**src/trs_pkg.sv**
```systemverilog
// Package for the trail ribbon smoother: shared constants, the spline
// control bundle and the sequencer state type. No dependencies.
`default_nettype none
package trs_pkg;

  localparam int unsigned SEGMENTS_DEF = 32;
  localparam int unsigned T_ONE        = 65536;
  localparam int unsigned CURVE_T_RST  = 32768;
  localparam int unsigned HW           = 40;
  localparam int unsigned NLANE        = 3;
  localparam int unsigned MW           = HW + 18;

  localparam logic REQ_START  = 1'b0;
  localparam logic REQ_UPDATE = 1'b1;

  typedef enum logic [1:0] {
    SPL_HOLD,
    SPL_COEF,
    SPL_MUL,
    SPL_ACC
  } spl_op_e;

  typedef enum logic [1:0] {
    ADD_B,
    ADD_C,
    ADD_P
  } spl_add_e;

  typedef struct packed {
    logic     ld_en;
    logic [1:0] ld_sel;
    spl_op_e  op;
    spl_add_e add;
  } spl_ctrl_t;

  typedef enum logic [3:0] {
    ST_IDLE,
    ST_FILL,
    ST_SH_RD,
    ST_SH_WR,
    ST_APP_LO,
    ST_APP_HI,
    ST_SMOOTH,
    ST_EM_RD,
    ST_EM_LD,
    ST_EM_WAIT
  } trs_state_e;

endpackage
`default_nettype wire

```
**src/trs_spline.sv**
```systemverilog
// Catmull-Rom evaluation lane: control point registers, one multiplier
// reused for the three Horner steps. Depends on trs_pkg.
`default_nettype none
module trs_spline
  import trs_pkg::*;
(
  input  wire  logic               clk_i,
  input  wire  spl_ctrl_t          ctrl_i,
  input  wire  logic [16:0]        t_i,
  input  wire  logic signed [31:0] rd_i,
  output logic signed [31:0]       res_o
);

  logic signed [31:0]   p_q [4];
  logic signed [HW-1:0] h_q, h_d;
  logic signed [MW-1:0] m_q, m_d;
  logic signed [HW-1:0] e0, e1, e2, e3;
  logic signed [HW-1:0] coef_a, addend, rnd, half;
  logic signed [17:0]   ts;

  always_comb begin
    e0     = HW'(p_q[0]);
    e1     = HW'(p_q[1]);
    e2     = HW'(p_q[2]);
    e3     = HW'(p_q[3]);
    ts     = $signed({1'b0, t_i});
    coef_a = e3 - e0 + (e1 <<< 1) + e1 - (e2 <<< 1) - e2;
    case (ctrl_i.add)
      ADD_B:   addend = (e0 <<< 1) - (e1 <<< 2) - e1 + (e2 <<< 2) - e3;
      ADD_C:   addend = e2 - e0;
      ADD_P:   addend = e1 <<< 1;
      default: addend = '0;
    endcase
    rnd = HW'((m_q + MW'(32768)) >>> 16);
    m_d = h_q * ts;
    h_d = h_q;
    case (ctrl_i.op)
      SPL_COEF: h_d = coef_a;
      SPL_ACC:  h_d = rnd + addend;
      default:  h_d = h_q;
    endcase
    half = (h_q + HW'(1)) >>> 1;
    if (half > HW'(32'sh7FFFFFFF)) begin
      res_o = 32'sh7FFFFFFF;
    end else if (half < HW'(-33'sh80000000)) begin
      res_o = 32'sh80000000;
    end else begin
      res_o = half[31:0];
    end
  end

  always_ff @(posedge clk_i) begin
    if (ctrl_i.ld_en) begin
      p_q[ctrl_i.ld_sel] <= rd_i;
    end
    h_q <= h_d;
    if (ctrl_i.op == SPL_MUL) begin
      m_q <= m_d;
    end
  end

endmodule
`default_nettype wire

```
**config.mk**
```make
export PLATFORM = sky130hd
export DESIGN_NAME = trs_spline
export DESIGN_NICKNAME = d
export VERILOG_FILES = /design/src/trs_pkg.sv /design/src/trs_spline.sv
export SDC_FILE = /design/constraint.sdc
export NUM_CORES = 2
export LEC_CHECK = 0
export BUFFER_PORTS_ARGS = -buffer_cell sky130_fd_sc_hd__buf_2
export CORE_MARGIN = 5
export CORE_UTILIZATION = 35
export DETAILED_ROUTE_END_ITERATION = 12
export GPL_ROUTABILITY_DRIVEN = 0
export GPL_TIMING_DRIVEN = 0
export PLACE_DENSITY_LB_ADDON = 0.05
export RECOVER_POWER = 50
export SETUP_SLACK_MARGIN = 0.5
export SYNTH_ARGS = -nofsm -noshare
export SYNTH_HDL_FRONTEND = slang
export SYNTH_SLANG_ARGS = --single-unit
```
**constraint.sdc**
```tcl
create_clock -name clk_i -period 7.9 [get_ports clk_i]
set_input_delay 1.58 -clock clk_i [delete_from_list [all_inputs] [get_ports clk_i]]
set_output_delay 1.58 -clock clk_i [all_outputs]
set_load 0.02 [all_outputs]
```
# Yosys cells after proc, flatten, opt, wreduce, memory -nomap -nowiden
# Memories as Yosys holds them, arrays and structs flattened.
# Index checks and enable logic that the tools add are counted.
word_totals:
  reg_bits: 96
  latch_bits: 0
  ramBits: 128
  rom_bits: 0
  out_inout_bits: 32
  elab_cells: 32
  mem_count: 1
mem_list:
  columns: ["memory", "depth", "width", "rd", "rd_clocked_by_memory_dff", "write_ports", "line", "rtl"]
  rows:
  - ["p_q", 4, 32, 4, 0, 1, "trs_spline.sv:14", "logic signed [31:0] p_q [4];"]
op_classes:
  add_sub_neg: 13
  multipliers: 1
  div_mod_pow: 0
  order_cmp: 2
  n_eq_ne: 5
  n_shift: 0
  mux: 6
  bitwise_logic: 0
  reduce_logical: 2
ops:
  columns: ["cell", "n"]
  rows:
  - ["$pmux 40 s3", 1]
  - ["$pmux 40 s2", 1]
  - ["$sub 32x32->33", 2]
  - ["$mux 32", 2]
  - ["$add 56x17->56 const B", 1]
  - ["$mul 40x18->56", 1]
  - ["$add 40x2->40 const B", 1]
  - ["$add 40x40->40", 1]
  - ["$gt 39x32->1 const B", 1]
  - ["$lt 39x32->1 const B", 1]
  - ["$sub 37x32->38", 1]
  - ["$add 36x34->37", 1]
  - ["$sub 36x32->37", 1]
  - ["$sub 35x32->36", 1]
  - ["$sub 35x33->36", 1]
  - ["$add 34x32->35", 1]
  - ["$sub 33x34->35", 1]
  - ["$add 33x33->34", 1]
  - ["$eq 2x2->1 const B", 3]
  - ["$eq 2x1->1 const B", 2]
  - ["$logic_not 2->1", 1]
  - ["$mux 1", 2]
  - ["$reduce_bool 2->1", 1]

# Depth between registers and ports, before layout
# An unclocked memory read counts as a cell.
logic_depth:
  depth_word: 8
  mapped_depth: 29

# Least setup slack after synthesis
# OpenSTA, ideal clock, no wires.
synth_timing:
  kind: "input to register"
  from: "input t_i[8]"
  to: "register m_q[54], data pin"
  setup_time_ps: 258
  arrival_time_ps: 7297
  required_time_ps: 7642
  slack_ps: 346
  cell_stages: 24
  cell_sequence: "clkbuf_1 > nand2_1 > fa_1 > inv_1 > fa_1 > inv_1 > fa_1 > inv_1 > fa_1 > inv_1 > fa_1 > inv_1 > fa_1 > ha_1 > a21o_1 > a21o_1 > a211oi_1 > o21ai_1 > a31oi_1 > o31a_1 > o31ai_4 > a211o_1 > a21oi_1 > xnor2_1"
synth_between:
  elab_chain_len: 1
synth_rtl:
  columns: ["item", "line", "rtl"]
  rows:
  - ["from (decl)", "trs_spline.sv:9", "input wire logic [16:0] t_i,"]
  - ["$mul 40x18->56", "trs_spline.sv:35", "m_d = h_q * ts;"]
  - ["via m_d[54]", "trs_spline.sv:16", "logic signed [MW-1:0] m_q, m_d;"]
  - ["to (signal assigned)", "trs_spline.sv:58", "m_q <= m_d;"]
  - ["to (decl)", "trs_spline.sv:16", null]
# The timed path passes the listed nets, and every way through them passes these cells.
# A chain may end at the register's enable or synchronous reset.

# Final worst setup path
layout_timing:
  from: "input t_i[3]"
  to: "register m_q[55], data pin"
# Same word-level chain as after synthesis.

==> reports/results.ini <==
[status]
outcome=complete, but fails checks
violations=max-capacitance violations, max-slew violations

[layout]
final_util_pct=39.2
sequential_cell_area_um2=6280
multiInputGateArea_um2=33500
drive_gt1_share_pct=8.20
layout.nets=6002
final_common_cell=inv_1
syn2layout_area_growth_pct=11.1
final_cell_mix=958 x inv_1, 845 x fa_1, 577 x nand2_1, 259 x ha_1, 252 x and2_1
n_fill_cell=12598
design_area_um2=48500

[route]
drt_pass1_iterations=7
post_drt_wl_per_cell_um=22.2
vias=31821
vias_per_cell=4.92
initialDrtViolationCount=1899
ant_nets=0
wirelength_mm=143
drc=0

[grt]
grt_pass1_vias=34266
grt_max_degree=28
grt_overflow_total=0
grt_pass1_wl_mm=218
grt.total_usage_pct=22.0
antenna_found_initial=7

[clock_network]
clkLatencyLatePin_ps=570
clkTransAtPathRegs_ps=60
cts_buffer_depth=3
cts_buffers=25
cts-root-buf=clkbuf_16
cts-htree-levels=1
cts_num_sinks=209
cts_tree=built

[worst_setup_path]
cp-start-kind=input port
crit_required_ps=8200
reg2reg_to=m_q[55]
r2r-start=h_q[25]
rr_worst_depth=25
cp_max_fo=5
endpoint=m_q[55]
rrSetupSlack_ps=640
crit_start=t_i[3]
critPathArrivalTime_ps=7610
end_kind=register
crit_type=in -> reg

[sta]
worst_slew_pin_slew_ps=1850
timing.final.crit_share_pct=92.5
slew_headroom_pct=-23.3
rsz0062_at_grt=yes
fin_hold_ws_ps=915
finalCriticalPeriod_ps=7310
clock.fmax_ghz=0.137
setup-tns-final_ps=0
slew_violations=99
hold_violations=0
setup_viol=0
skew_ps=10.6

[min_path]
hold_path_class=reg -> reg

[yosys]
dominantRegCellSynth=edfxtp_1
async_reset_ff_share_pct=0
yosysWarningCount=0
syn-cell-area_um2=43600
synth-seq-cells=209
syn_avg_cell_area_um2=9.37
postSynthCellCount=4656
synth-edff-count=209
yosysSeqAreaShare_pct=14.4
synth.distinct_cells=84
syn-num-nets=5849

[placed_design]
hpwl_mm=122
dpl_cell_area_um2=46200
numPortBuffers=73

[die]
die_w_um=363
die_y_um=363
row_count=129
coreArea_um2=124000
ios=89
dieArea_um2=132000
initial_utilization_pct=35.3

[job]
maxCapViolCount=4

-- logic make-up (layout without fill, tap and decap cells) --
| family | Yosys count | after routing | synth area share (%) |
|---|---|---|---|
| simple gates | 1244 | 1244 | 13.7 |
| fa+ha+maj | 1136 | 1136 | 47.3 |
| xor+xnor | 231 | 231 | 4.64 |
| mux | 14 | 14 | 0.324 |
| buf+inv | 1164 | 1336 | 10.1 |
| flops | 209 | 209 | 14.4 |
| other cells | 0 | 3 | 0 |
| compound gates | 658 | 658 | 9.59 |
-- what timing repair did --
| action | in CTS | in global routing |
|---|---|---|
| pin swaps | 21 | 50 |
| buffers inserted | 20 | 25 |
| setup endpoints to repair | 43 | 30 |
| hold buffers | 0 | 0 |
| endpoints found under the hold margin | 0 | 0 |
| resized for setup | 221 | 184 |
-- state kept, by name, indices dropped and copies added (netlist names) --
name,count
m_q,41
p_q,128
h_q,40
-- per-layer routing --
layer  global-route usage [%]  share of wire, %
met1                     31.2                46
met2                     36.3                46
met3                     2.70               4.9
met4                     4.84               2.6
met5                        0             0.035
-- metrics by stage --
stage / instances / setup slack [ps]
floorplan: 4656 / 510
global placement: 6366 / -1130
detailed placement: 6374 / -1150
CTS: 6440 / 468
global route: 6465 / 393
finish: 6468 / 589
-- synthesized netlist by cell type (all sizes together), types with 32 or more instances --
cell type | n | area (um^2)
xor2 | 97 | 850
inv | 967 | 3630
nand3 | 71 | 355
nor3 | 32 | 160
fa | 857 | 17200
o21ai | 129 | 646
nor2 | 119 | 449
ha | 279 | 3490
and3 | 43 | 269
a21o | 101 | 758
clkbuf | 166 | 623
a21oi | 210 | 1050
and2 | 257 | 1610
edfxtp | 209 | 6280
xnor2 | 134 | 1170
nand2 | 587 | 2210
-- final cells by class --
cell class	instances	share of cell area [%]
Multi-Input combinational cell	3283	69.1
Sequential cell	209	12.9
Inverter	967	7.48
Tap cell	1637	4.22
Buffer	197	2.94
Timing Repair Buffer	126	1.66
Clock buffer	28	1.31
Clock inverter	18	0.312
Antenna cell	3	0.0155
-- worst min-delay path by stage --
stage | slack, ps | start | end | cells past startpoint
after floorplan | 780 | m_q[16] | h_q[0] | 4
after global placement | 900 | m_q[16] | h_q[0] | 4
after detailed placement | 890 | m_q[16] | h_q[0] | 4
after CTS | 920 | m_q[16] | h_q[0] | 4
after global routing | 980 | m_q[55] | h_q[39] | 4
final | 920 | m_q[16] | h_q[0] | 4
-- worst max-delay path, cell delays in order --
cell and delay, ps:
buf_16 80, buf_4 150, nand2_1 90, fa_1 560
inv_1 60, fa_1 590, inv_1 70, fa_1 500
fa_1 520, fa_1 510, inv_1 50, fa_1 470
ha_4 320, nand4_1 160, or4_4 580, o221a_4 220
o31a_1 130, buf_12 150, o31ai_4 290, a211oi_2 130
nor3_2 260, xnor2_2 110
Power is left out: the tool's default activity adds up to more than one toggle a clock period on the data nets, which glitch-free logic cannot reach.
