<file path="src/trs_div.sv">
// Restoring divider for the texture step: 2^17 over the span, one
// quotient bit per cycle. Depends on nothing.
`default_nettype none
module trs_div #(
  parameter int unsigned DW = 6
) (
  input  wire  logic          clk_i,
  input  wire  logic          rst_ni,
  input  wire  logic          start_i,
  input  wire  logic [DW-1:0] den_i,
  output logic [17:0]         q_o,
  output logic [DW:0]         r_o
);

  logic [4:0]  cnt_q, cnt_d;
  logic        busy_q, busy_d;
  logic [DW:0] rem_q, rem_d;
  logic [17:0] quo_q, quo_d;
  logic [DW:0] shifted;

  always_comb begin
    cnt_d   = cnt_q;
    busy_d  = busy_q;
    rem_d   = rem_q;
    quo_d   = quo_q;
    shifted = {rem_q[DW-1:0], (cnt_q == 5'd17)};
    if (start_i) begin
      cnt_d  = 5'd17;
      busy_d = 1'b1;
      rem_d  = '0;
      quo_d  = '0;
    end else if (busy_q) begin
      if (shifted >= {1'b0, den_i}) begin
        rem_d = shifted - {1'b0, den_i};
        quo_d = {quo_q[16:0], 1'b1};
      end else begin
        rem_d = shifted;
        quo_d = {quo_q[16:0], 1'b0};
      end
      cnt_d = cnt_q - 5'd1;
      if (cnt_q == 5'd0) begin
        busy_d = 1'b0;
      end
    end
  end

  always_ff @(posedge clk_i or negedge rst_ni) begin
    if (!rst_ni) begin
      cnt_q  <= '0;
      busy_q <= 1'b0;
    end else begin
      cnt_q  <= cnt_d;
      busy_q <= busy_d;
    end
  end

  always_ff @(posedge clk_i) begin
    rem_q <= rem_d;
    quo_q <= quo_d;
  end

  assign q_o = quo_q;
  assign r_o = rem_q;

endmodule
`default_nettype wire

</file>
<file path="config.mk">
export PLATFORM = sky130hd
export DESIGN_NAME = trs_div
export DESIGN_NICKNAME = d
export VERILOG_FILES = /design/src/trs_div.sv
export SDC_FILE = /design/constraint.sdc
export NUM_CORES = 1
export LEC_CHECK = 0
export BUFFER_PORTS_ARGS = -buffer_cell sky130_fd_sc_hd__buf_2
export CELL_PAD_IN_SITES_DETAIL_PLACEMENT = 1
export CELL_PAD_IN_SITES_GLOBAL_PLACEMENT = 1
export CORE_UTILIZATION = 43
export CTS_CLUSTER_SIZE = 8
export DETAILED_ROUTE_END_ITERATION = 8
export GPL_ROUTABILITY_DRIVEN = 1
export PLACE_DENSITY_LB_ADDON = 0.2
export SETUP_SLACK_MARGIN = 0.02
export SYNTH_ARGS = -nofsm -noshare
export SYNTH_HDL_FRONTEND = slang
export SYNTH_SLANG_ARGS = --single-unit
export TNS_END_PERCENT = 50
</file>
<file path="constraint.sdc">
create_clock -name clk_i -period 4 [get_ports clk_i]
set_input_delay 0.4 -clock clk_i [delete_from_list [all_inputs] [get_ports clk_i]]
set_output_delay 0.4 -clock clk_i [all_outputs]
set_load 0.05 [all_outputs]
</file>
# Word level (Yosys, flattened, before mapping)
# Index checks and enable logic that the tools add are counted.
dict set report classes {
  addsub 2
  magnitude_cmp 1
  n_eq_ne 1
  n_mux 7
  n_reduce_logical 2
}
# cell count
set ops {}
lappend ops {{2-to-1 mux 5 bit} 2}
lappend ops {{>= comparator 7 x 6 -> 1 bit} 1}
lappend ops {{2-to-1 mux 7 bit} 1}
lappend ops {{subtractor 7 x 6 -> 7 bit} 1}
lappend ops {{equality test 5 bit, second input constant} 1}
lappend ops {{logical NOT 5 bit} 1}
lappend ops {{subtractor 5 x 1 -> 5 bit, second input constant} 1}
lappend ops {{2-to-1 mux 1 bit} 4}
lappend ops {{nonzero test 2 bit} 1}
dict set report totals {
  regBits 31
  elab_cells 17
}

# Logic depth before layout (Yosys ltp)
dict set report depth {
  depth_word 4
  mapped_depth 11
  mapped_depth_nobuf 11
}

# Least setup slack after synthesis
# Ideal clock, no wire load.
dict set report synth_timing {
  path_type {reg-to-reg}
  startpoint {register cnt_q[0]}
  endpoint {register rem_q[6] (netlist: r_o[6])}
  t_arrival_ns 2.465
  t_required_ns 3.909
  path_slack_ns 1.444
  path_stages_with_launch 11
  path_buffers 0
  period_less_slack_ns 2.556
  path_cell_list {dfrtp_1 -> ha_1 -> nand3_1 -> ha_1 -> inv_1 -> fa_1 -> a211oi_1 -> o21bai_1 -> a21o_1 -> or3_2 -> a311oi_1}
}
dict set report synth_via {
  elab_chain_len 3
  elab_cells_between_ends 4
  classes_between {add/sub (1); order compare (1); eq/ne (1); mux (1)}
}
# item line_no
set synth_lines {}
lappend synth_lines {{start, declared} 15} ;# logic [4:0] cnt_q, cnt_d;
lappend synth_lines {{start signal, assigned} 52} ;# cnt_q <= cnt_d;
lappend synth_lines {{equality test 5 bit (*)} 26} ;# shifted = {rem_q[DW-1:0], (cnt_q == 5'd17)};
lappend synth_lines {{subtractor 7 x 6 -> 7 bit / >= comparator 7 x 6 -> 1 bit (equally long branches)} {34, 33}}
lappend synth_lines {{2-to-1 mux 7 bit (*)} 33} ;# if (shifted >= {1'b0, den_i}) begin
lappend synth_lines {{end signal, assigned} 58} ;# rem_q <= rem_d;
lappend synth_lines {{end, declared} 17} ;# logic [DW:0] rem_q, rem_d;
# Every way passes the cells marked *; elsewhere a longest branch is shown, timed or not.
# A chain may end at the register's enable or synchronous reset.

# Final worst setup path
# Same ends and word-level chain as after synthesis.

==> results.json <==
{
  "drc": 0,
  "criticalPathCategory": "reg -> reg",
  "synth.most_common_cell": "sky130_fd_sc_hd__nor2_1",
  "total_power_mw": 1.29,
  "dpl_worst_slack_ns": 1.10,
  "netlist_instances": 163,
  "via_count_normalized_by_instance_count": 5.11,
  "post_cts_buffers": 0,
  "regToRegStartpoint": "cnt_q[0]$_DFFE_PN0P_",
  "htree_num_levels": 2,
  "netlist_top_cells_count": "33 x sky130_fd_sc_hd__nor2_1, 25 x sky130_fd_sc_hd__dfxtp_1, 21 x sky130_fd_sc_hd__mux2i_1, 10 x sky130_fd_sc_hd__ha_1, 10 x sky130_fd_sc_hd__inv_1",
  "power.clock.fraction_pct": 18.3,
  "netlist-cell-type-count": 34,
  "io-pin-count": 34,
  "wl_per_cell_um": 14.1,
  "place.detailed.hpwl_um": 2470,
  "power.sequential.fraction_pct": 33.0,
  "synth_seq_cells": 31,
  "finalSetupTns_ns": 0,
  "final_cell_area_sq_mm": 0.00185,
  "root_buffer": "sky130_fd_sc_hd__clkbuf_4",
  "finalHoldViolCount": 0,
  "dp_cells": 236,
  "postLayoutCoreUtil_pct": 54.3,
  "die_width_um": 62.2,
  "ctsResizeCount": 0,
  "synth-warning-count": 0,
  "synth_enable_flop_cells": 0,
  "numClockSinks": 31,
  "finalWorstPathRequiredPeriod_ns": 2.91,
  "final_cell_count_no_fill": 245,
  "synth_largest_type_area_fraction_pct": 32.1,
  "post_synth.cell_area_avg_sq_um": 9.57,
  "global_route_wire_length_before_repair_um": 6090,
  "postPlaceCellArea_sq_mm": 0.00176,
  "path_clk_slew_ns": 0.10,
  "power_leakage_nw": 1.00,
  "reg_area_sq_um": 651,
  "skew_ns": 0.00598,
  "synth-async-reset-ratio_pct": 19.4,
  "areaGrowthSynthToFinish_pct": 18.8,
  "initialDrtViolationCount": 35,
  "cp_data_arrival_time_ns": 3.16,
  "reg2reg_setup_slack_ns": 1.09,
  "insertedDiodeCount": 0,
  "required_ns": 4.25,
  "synth.cell_area_sq_mm": 0.00156,
  "final_layout_size_suffix_gt1_share_pct": 24.1,
  "grt_max_degree": 34,
  "intPower_mw": 0.723,
  "core_area_sq_mm": 0.00342,
  "p_sw_share_pct": 44.0,
  "cts_buffer_depth": 2,
  "postSynth.topFlopCell": "sky130_fd_sc_hd__dfxtp_1",
  "gp_congestion": 0.768,
  "drv_cap": 0,
  "wirelength_um": 3450,
  "postRouteAntennaNets": 0,
  "yosys-top-cells-area": "sky130_fd_sc_hd__dfxtp_1 32%, sky130_fd_sc_hd__mux2i_1 13%, sky130_fd_sc_hd__dfrtp_1 9.6%",
  "status": "finished, final reports clean",
  "mappedNetlistNets": 183,
  "tritoncts_clock_tree": "yes",
  "timing.hold.worst.class": "in -> async",
  "seq_area_frac_synth_pct": 41.7,
  "detailroute.via_count": 1251,
  "dieArea_sq_mm": 0.00387,
  "die_h_um": 62.2,
  "r2r_cells": 10,
  "cts_buffers": 5,
  "switchingPower_mw": 0.567,
  "critical_path.endpoint_type": "flip-flop",
  "initial_core_util_pct": 45.7,
  "rsz_0062_raised_after_global_routing": "false",
  "firstDrtPassIters": 4,
  "worst_skew_pair.late_latency_ns": 0.34,
  "globalRouteOverflowTotal": 0,
  "timing_worst_slew_pin_value_ns": 0.922,
  "fin_ws_ns": 1.09,
  "worstSetupStartpointType": "flip-flop",
  "placementRows": 21,
  "timing.final.crit_share_pct": 72.7,
  "vias_in_the_first_global_route": 1295,
  "grt_util_all_layers_pct": 20.5,
  "yosysTopAreaCell": "sky130_fd_sc_hd__dfxtp_1",
  "buffer_ports.inserted": 33,
  "grt_antenna_before_repair": 0,
  "p_comb_share_pct": 48.7,
  "crit-reg2reg-capture": "r_o[6]$_SDFFE_PP0P_",
  "count_of_nets_after_finishing": 218,
  "ir_drop_mv": 0.435,
  "num-fill-cells": 405,
  "timing.critical_path.fanout_max": 4,
  "final-max-slew-violation-count": 0,
  "setup_viol": 0,
  "worst_hold_margin_ns": 0.394,
  "clock.fmax_mhz": 344,
  "multi_input_comb_area_sq_um": 845,
  "slew_headroom_pct": 38.5,
  "power_per_cell_area_mw_per_mm2": 696
}
## cell type report
| class | count | share of cell area, % |
|---|---|---|
| clock buffer | 7 | 4.12 |
| clock inverter | 1 | 0.270 |
| inverter | 10 | 2.02 |
| multi-input combinational | 115 | 45.5 |
| sequential | 31 | 35.1 |
| tap | 46 | 3.10 |
| timing repair buffer | 35 | 9.85 |
## layout by cell type, fill, tap and decap left out, drive strengths merged
master,Yosys,routed
clkbuf,4,7
nand2,4,4
o211ai,1,1
clkinv,0,1
mux2i,21,21
nor2,33,33
o21ai,2,2
nand3,4,4
or3,1,1
a21bo,1,1
a311oi,2,2
nand2b,2,2
fa,1,1
a21oi,3,3
ha,10,10
dfrtp,6,6
a21o,3,3
mux2,1,1
o21bai,1,1
nor4b,1,1
nand4b,1,1
xor2,4,4
dfxtp,25,25
nor3,2,2
xnor2,3,3
dlygate4sd3,0,1
nand3b,1,1
o311ai,1,1
buf,3,34
inv,10,10
a211oi,8,8
a31o,1,1
or4b,1,1
nor2b,2,2
## what timing repair did
action                                  CTS  global route
endpoints found under the hold margin     6             0
hold buffers                              1             0
endpoints found under the setup margin    0             0
## metal layers
layer,share of wire (%),GRT usage (%),up-vias
met5,0,0,-
met4,0.93,10.2,0
met3,3.6,4.41,4
met2,51,34.9,20
met1,44,24.2,598
li1,-,-,629
## worst max-delay path, stage by stage (launching register included)
cell	delay (ns)
sky130_fd_sc_hd__dfrtp_1	0.44
sky130_fd_sc_hd__ha_1	0.22
sky130_fd_sc_hd__nand3_1	0.14
sky130_fd_sc_hd__ha_1	0.17
sky130_fd_sc_hd__inv_1	0.05
sky130_fd_sc_hd__fa_1	0.40
sky130_fd_sc_hd__a211oi_1	0.38
sky130_fd_sc_hd__o21bai_1	0.12
sky130_fd_sc_hd__a21o_1	0.21
sky130_fd_sc_hd__or3_2	0.42
sky130_fd_sc_hd__a311oi_1	0.27
## power groups by stage
stage,logic [mW],clock network (mW),registers [mW]
3_5_place_dp,0.623,0,0.434
4_1_cts,0.631,0.244,0.428
6_report,0.628,0.236,0.426
5_1_grt,0.686,0.261,0.438
2_1_floorplan,0.366,0,0.552
3_3_place_gp,0.600,0,0.429
## worst max path at each step
stage	start	endpoint	slack, ns
6_report	cnt_q[0]$_DFFE_PN0P_	r_o[6]$_SDFFE_PP0P_	1.09
4_1_cts	cnt_q[0]$_DFFE_PN0P_	r_o[6]$_SDFFE_PP0P_	1.07
3_3_place_gp	cnt_q[0]$_DFFE_PN0P_	r_o[6]$_SDFFE_PP0P_	1.32
3_5_place_dp	cnt_q[0]$_DFFE_PN0P_	r_o[6]$_SDFFE_PP0P_	1.10
2_1_floorplan	cnt_q[0]$_DFFE_PN0P_	r_o[6]$_SDFFE_PP0P_	1.44
5_1_grt	cnt_q[1]$_DFFE_PN0P_	r_o[6]$_SDFFE_PP0P_	0.96
## state kept, by name, indices dropped and copies added (netlist names)
signal,flops
r_o,7
q_o,18
busy_q,1
cnt_q,5
## cells by family (layout without fill, tap and decap cells)
logic type / count (synthesis) / in the layout / synth area share (%)
xor+xnor: 7 / 7 / 3.93
flops: 31 / 31 / 41.7
buf+inv: 17 / 53 / 4.17
mux: 22 / 22 / 14.2
compound gates: 23 / 23 / 11.5
fa+ha+maj: 11 / 11 / 9.30
simple gates: 52 / 52 / 15.2
(Power assumes the default switching activity.)
